`src/rtl/core/sfct_pkg.sv`:
```
// Shared types, widths and constants for the sphere frustum cull test.
// Used by sfct_plane_eval and sphere_frustum_cull_test; depends on nothing.
`default_nettype none

package sfct_pkg;

  localparam int FRAC_BITS   = 12;
  localparam int CULL_BASE   = -80;
  localparam int COORD_W     = 32;
  localparam int COEF_W      = 16;
  localparam int ROW_W       = 3 * COEF_W;
  localparam int RADIUS_W    = 16;
  localparam int PROD_W      = COORD_W + COEF_W;
  localparam int SUM_W       = PROD_W + 2;
  localparam int LIMIT_W     = RADIUS_W + 2;
  localparam int CFG_INDEX_W = 3;
  localparam int CFG_DATA_W  = ROW_W;

  typedef logic signed [COORD_W-1:0] coord_t;
  typedef logic signed [COEF_W-1:0]  coef_t;
  typedef logic signed [PROD_W-1:0]  prod_t;
  typedef logic signed [SUM_W-1:0]   sum_t;
  typedef logic signed [LIMIT_W-1:0] limit_t;
  typedef logic [ROW_W-1:0]          row_t;
  typedef logic [RADIUS_W-1:0]       radius_t;

  typedef enum logic [1:0] {
    AXIS_X = 2'd0,
    AXIS_Y = 2'd1,
    AXIS_Z = 2'd2
  } axis_t;

  typedef enum logic [CFG_INDEX_W-1:0] {
    REG_PLANE_ROW_A = 3'd0,
    REG_PLANE_ROW_B = 3'd1,
    REG_PLANE_ROW_C = 3'd2,
    REG_CAMERA_X    = 3'd3,
    REG_CAMERA_Y    = 3'd4,
    REG_CAMERA_Z    = 3'd5
  } cfg_reg_t;

  // Load enables for the two pipeline stages held inside each plane unit.
  typedef struct packed {
    logic prod_load;
    logic sum_load;
  } plane_en_t;

  function automatic coef_t row_coef(row_t row, axis_t axis);
    coef_t c;
    case (axis)
      AXIS_X:  c = row[0*COEF_W +: COEF_W];
      AXIS_Y:  c = row[1*COEF_W +: COEF_W];
      AXIS_Z:  c = row[2*COEF_W +: COEF_W];
      default: c = '0;
    endcase
    return c;
  endfunction

endpackage

`default_nettype wire

```
`src/rtl/core/sfct_plane_eval.sv`:
```
// One frustum plane: three 16x32 products in one stage, their sum in the next.
// Depends on sfct_pkg for types, widths and the fraction bit count.
`default_nettype none

module sfct_plane_eval (
  input  wire                 clk,
  input  sfct_pkg::plane_en_t en,
  input  sfct_pkg::row_t      row,
  input  sfct_pkg::coord_t    dx,
  input  sfct_pkg::coord_t    dy,
  input  sfct_pkg::coord_t    dz,
  output sfct_pkg::coord_t    value
);
  import sfct_pkg::*;

  coef_t cx;
  coef_t cy;
  coef_t cz;
  prod_t prod_x;
  prod_t prod_y;
  prod_t prod_z;
  sum_t  sum;

  assign cx = row_coef(row, AXIS_X);
  assign cy = row_coef(row, AXIS_Y);
  assign cz = row_coef(row, AXIS_Z);

  always_ff @(posedge clk) begin
    if (en.prod_load) begin
      prod_x <= prod_t'(cx) * prod_t'(dx);
      prod_y <= prod_t'(cy) * prod_t'(dy);
      prod_z <= prod_t'(cz) * prod_t'(dz);
    end
  end

  always_ff @(posedge clk) begin
    if (en.sum_load) begin
      sum <= sum_t'(prod_x) + sum_t'(prod_y) + sum_t'(prod_z);
    end
  end

  // Arithmetic shift by the fraction bits, then keep the low 32 bits.
  assign value = sum[FRAC_BITS +: COORD_W];

endmodule

`default_nettype wire

```
`config.mk`:
```
export PLATFORM = sky130hd
export DESIGN_NAME = sfct_plane_eval
export DESIGN_NICKNAME = d
export VERILOG_FILES = /design/src/rtl/core/sfct_pkg.sv /design/src/rtl/core/sfct_plane_eval.sv
export SDC_FILE = /design/constraint.sdc
export NUM_CORES = 2
export LEC_CHECK = 0
export BUFFER_PORTS_ARGS = -buffer_cell sky130_fd_sc_hd__buf_4
export CORE_ASPECT_RATIO = 1.5
export CORE_MARGIN = 2
export CORE_UTILIZATION = 45
export CTS_BUF_LIST = sky130_fd_sc_hd__clkbuf_4
export DETAILED_ROUTE_END_ITERATION = 10
export GPL_ROUTABILITY_DRIVEN = 0
export PLACE_DENSITY = 0.59
export RECOVER_POWER = 100
export SLEW_MARGIN = 25
export SYNTH_ARGS = -nofsm -noshare
export SYNTH_HDL_FRONTEND = slang
export SYNTH_SLANG_ARGS = --single-unit
export TNS_END_PERCENT = 5
```
`constraint.sdc`:
```
create_clock -name clk -period 20 [get_ports clk]
set_input_delay 1 -clock clk [delete_from_list [all_inputs] [get_ports clk]]
set_output_delay 1 -clock clk [all_outputs]
set_load 0.02 [all_outputs]
```
Word level (Yosys, flattened, before mapping)
Cells that the tools add are included.
{"block": "word_totals", "ff_bits": 176, "out_inout_bits": 32, "input_bits": 147, "word_cells": 9}
{"block": "classes", "mul": 3, "add_sub_neg": 2}
{"operator": "$mul 16x32->44", "n": 3}
{"operator": "$add 44x44->44", "n": 2}

Longest topological paths before layout
{"block": "depth", "word_depth": 2, "mapped_depth": 25, "depth_no_buf": 24}

Least setup slack after synthesis
No wires, ideal clock.
{"block": "synth_path", "kind": "input -> register", "from": "input dy[25]", "to": "register prod_y[43] (data pin)", "cell_stages": 25, "t_arrival_ns": 6.861, "setup_ns": 0.260, "slack_ns": 12.879, "t_required_ns": 19.740, "path_buffers": 2, "cell_sequence": "clkbuf_1 -> nand2_1 -> fa_1 -> inv_1 -> fa_1 -> inv_1 -> fa_1 -> inv_1 -> fa_1 -> fa_1 -> inv_1 -> fa_1 -> inv_1 -> ha_1 -> clkbuf_1 -> a21oi_1 -> and3_1 -> o31ai_1 -> a221o_1 -> or4_1 -> o21ai_1 -> o211ai_1 -> a31o_1 -> a21oi_1 -> xnor2_1"}
{"block": "synth_via", "elab_chain_len": 1}
{"element": "from (decl)", "line_no": "sfct_plane_eval.sv:10", "text": "input sfct_pkg::coord_t dy,"}
{"element": "$mul 16x32->44", "line_no": "sfct_plane_eval.sv:31", "text": "prod_y <= prod_t'(cy) * prod_t'(dy);"}
{"element": "to (signal assigned)", "line_no": "sfct_plane_eval.sv:31"}
{"element": "to (decl)", "line_no": "sfct_plane_eval.sv:20", "text": "prod_t prod_y;"}
Every way passes these cells.
A chain may end at the register's enable or synchronous reset.

Final worst setup path
{"block": "layout_path", "from": "input row[35]", "to": "register prod_z[43] (data pin)"}
{"block": "layout_via", "elab_chain_len": 1}
{"element": "from (decl)", "line_no": "sfct_plane_eval.sv:8", "text": "input sfct_pkg::row_t row,"}
{"element": "$mul 16x32->44", "line_no": "sfct_plane_eval.sv:32", "text": "prod_z <= prod_t'(cz) * prod_t'(dz);"}
{"element": "to (signal assigned)", "line_no": "sfct_plane_eval.sv:32"}
{"element": "to (decl)", "line_no": "sfct_plane_eval.sv:21", "text": "prod_t prod_z;"}
Every way passes these cells.

==> impl_results.md <==
* Outcome: complete, but fails checks
* Violated checks: capacitance limit, slew limit
* Setup tns final at 0 ps
* Sequential element share of the synthesized area at 0.0852
* WL per Instance at 19.4 um
* Core box area at 128000 sq um
* Final wirelength at 154000 um
* Yosys top cell by area: fa_1
* Die Width at 297 um
* Post-synth top area share at 0.485
* Avg Inst Size Synth at 9.26 sq um
* NumNets Final at 8105
* Die area at 131000 sq um
* Share of cells above drive strength 1 at 0.0295
* First-pass GRT wire length at 248000 um
* Num ports at 179
* Met2 Use GR at 0.442
* Vias in the first global route at 45438
* Min-delay worst type: register to register
* # Post-CTS Setup Buffers at 0
* Initial antenna violation count at 3
* Clk_lat worst skew at 620 ps
* Post-DP HPWL at 123000 um
* Crit path time final at 8770 ps
* Cts bufs inserted at 17
* Initial core utilization at 0.452
* Crit path arrival time at 9110 ps
* Tot GR Track Use at 0.246
* Main area contributors after synthesis: fa_1 49%, inv_1 11%, edfxtp_1 8.5%
* Met1 Usage GRT at 0.304
* RSZ-0062 raised after global routing: false
* Req. time, crit path at 20340 ps
* Post-synth ARST share at 0
* Synth Instances at 6238
* Hold Buf Count CTS at 0
* Final setup viols at 0
* Max frequency at 114 MHz
* Hold Vio Cnt, Final at 0
* CTS clk-pin slew, worst paths at 140 ps
* Number of cell rows at 161
* Via/cell ratio at 5.15
* H-tree depth at 4
* GRT busiest layer: met2
* EDFF count, synth at 164
* Nature of the critical path endpoint: register
* Most frequent cells in the layout: 1639 x inv_1, 1401 x fa_1, 905 x nand2_1
* Mapped cell area at 57800 sq um
* # DRC at 0
* #FFs+latches synth at 164
* Syn_nets at 8155
* Syn-to-layout area delta at 4.51%
* Largest net degree at the start of global routing at 84
* Cts repair resizes at 0
* Post-route ant nets at 0
* Most common cell after layout, fill and taps aside: inv_1
* Yosys warnings at 0
* Total number of vias at 40757
* Startpoint types: input pin
* DR pass1 iterations at 9
* Root Driver: clkbuf_4
* Worst-Margin Slew at 4370 ps
* Pins over their slew limit at 366
* # clock sinks at 164
* Starting DRT DRC Count at 2033
* Clock Path Buffers at 2
* Buffers on Ports at 178
* Max_cap viols at 9
* Final period utilization at 0.438
* Rel. slew slack at -1.91
* Critical path class: input pin to register
* Global route total overflow at 0
* Synth Flop Type: edfxtp_1
* Met3 GRT Util at 0.0231
* Largest fanout on the critical path at 32
* CTS tree: done
* Die Span Y at 443 um
* Distinct cells, synth at 76
* Maximum clock skew at final layout at 22.3 ps
[metal layers]
metal,part of all wire,wire length [um]
met1,0.39,59800
met2,0.52,80600
met3,0.047,7180
met4,0.041,6310
met5,0,0
[flip-flops by register name, summed over array words and instances, names as in the netlist]
signal	flops
prod_y	44
sum	32
prod_z	44
prod_x	44
[synthesized netlist by cell type (3+ instances only)]
cell / instances
a211o_1: 7
xnor2_1: 152
o211ai_1: 6
a31oi_1: 10
nand2_1: 905
edfxtp_1: 164
buf_1: 4
nand4_1: 12
a221o_1: 3
and4_1: 6
a21oi_2: 4
nor2_1: 147
nor3_1: 25
or2_2: 4
nor2b_1: 20
and2_1: 595
a21oi_1: 128
a221oi_1: 7
a211oi_1: 13
o21a_1: 25
a21o_1: 77
a41oi_1: 4
clkbuf_1: 244
o21ai_0: 50
o2111ai_1: 4
o31a_1: 5
nand2b_1: 31
o21ai_1: 14
a21boi_0: 5
xor2_1: 45
o21bai_1: 16
nand3_1: 24
fa_1: 1401
ha_1: 369
o31ai_1: 6
or3_1: 3
nor4_1: 3
a22o_1: 3
inv_1: 1639
and3_1: 18
[worst paths after layout]
kind	start	end	slack, ps	depth (start not counted)
max reg2reg	prod_x[8]	sum[41]	15480	12
max	row[35]	prod_z[43]	11230	22
min	prod_z[43]	sum[43]	870	3
min reg2reg	prod_z[43]	sum[43]	870	3
[cell type report]
class,count,area (sq um)
diodes,1,2.50
clock buffers,18,135
clock inverters,14,115
fillers,12329,67500
inverters,1639,6150
multi-input cells,4187,45700
flip-flops and latches,164,4920
well taps,1711,2140
repair buffers,179,1190
[through the flow]
stage / hold WS [ps] / instance area, sq um / cells / util / setup slack (ps)
detailed placement: 882 / 60300 / 7880 / 0.472 / 12170
global route: 866 / 60400 / 7913 / 0.472 / 10960
finish: 867 / 60400 / 7913 / 0.472 / 11230
global placement: 881 / 60300 / 7880 / 0.472 / 12240
CTS: 783 / 60600 / 7912 / 0.474 / 12800
floorplan: 749 / 57800 / 6238 / - / 12880
[logic make-up after synthesis]
family / share of synthesized area
buffers and inverters: 0.123
adder cells (fa/ha/maj): 0.565
AND/OR/NAND/NOR: 0.149
XOR/XNOR: 0.0299
multiplexers: 0.000173
AO/OA/AOI/OAI: 0.0475
flip-flops: 0.0852
[critical path: stages]
cell and delay, ps:
clkbuf_1 1590, nand2_1 190, fa_1 580, fa_1 530
fa_1 520, inv_1 50, fa_1 510, fa_1 510
inv_1 50, fa_1 500, inv_1 50, ha_1 380
a21o_1 190, a21o_1 170, a221o_1 360, o31a_1 270
o41ai_1 490, a21oi_1 260, a41oi_1 440, o21ai_0 190
a21oi_2 170, xnor2_1 70
Power is not shown: default switching activity piles up to over one toggle a cycle in this logic, so the estimate is an artifact.
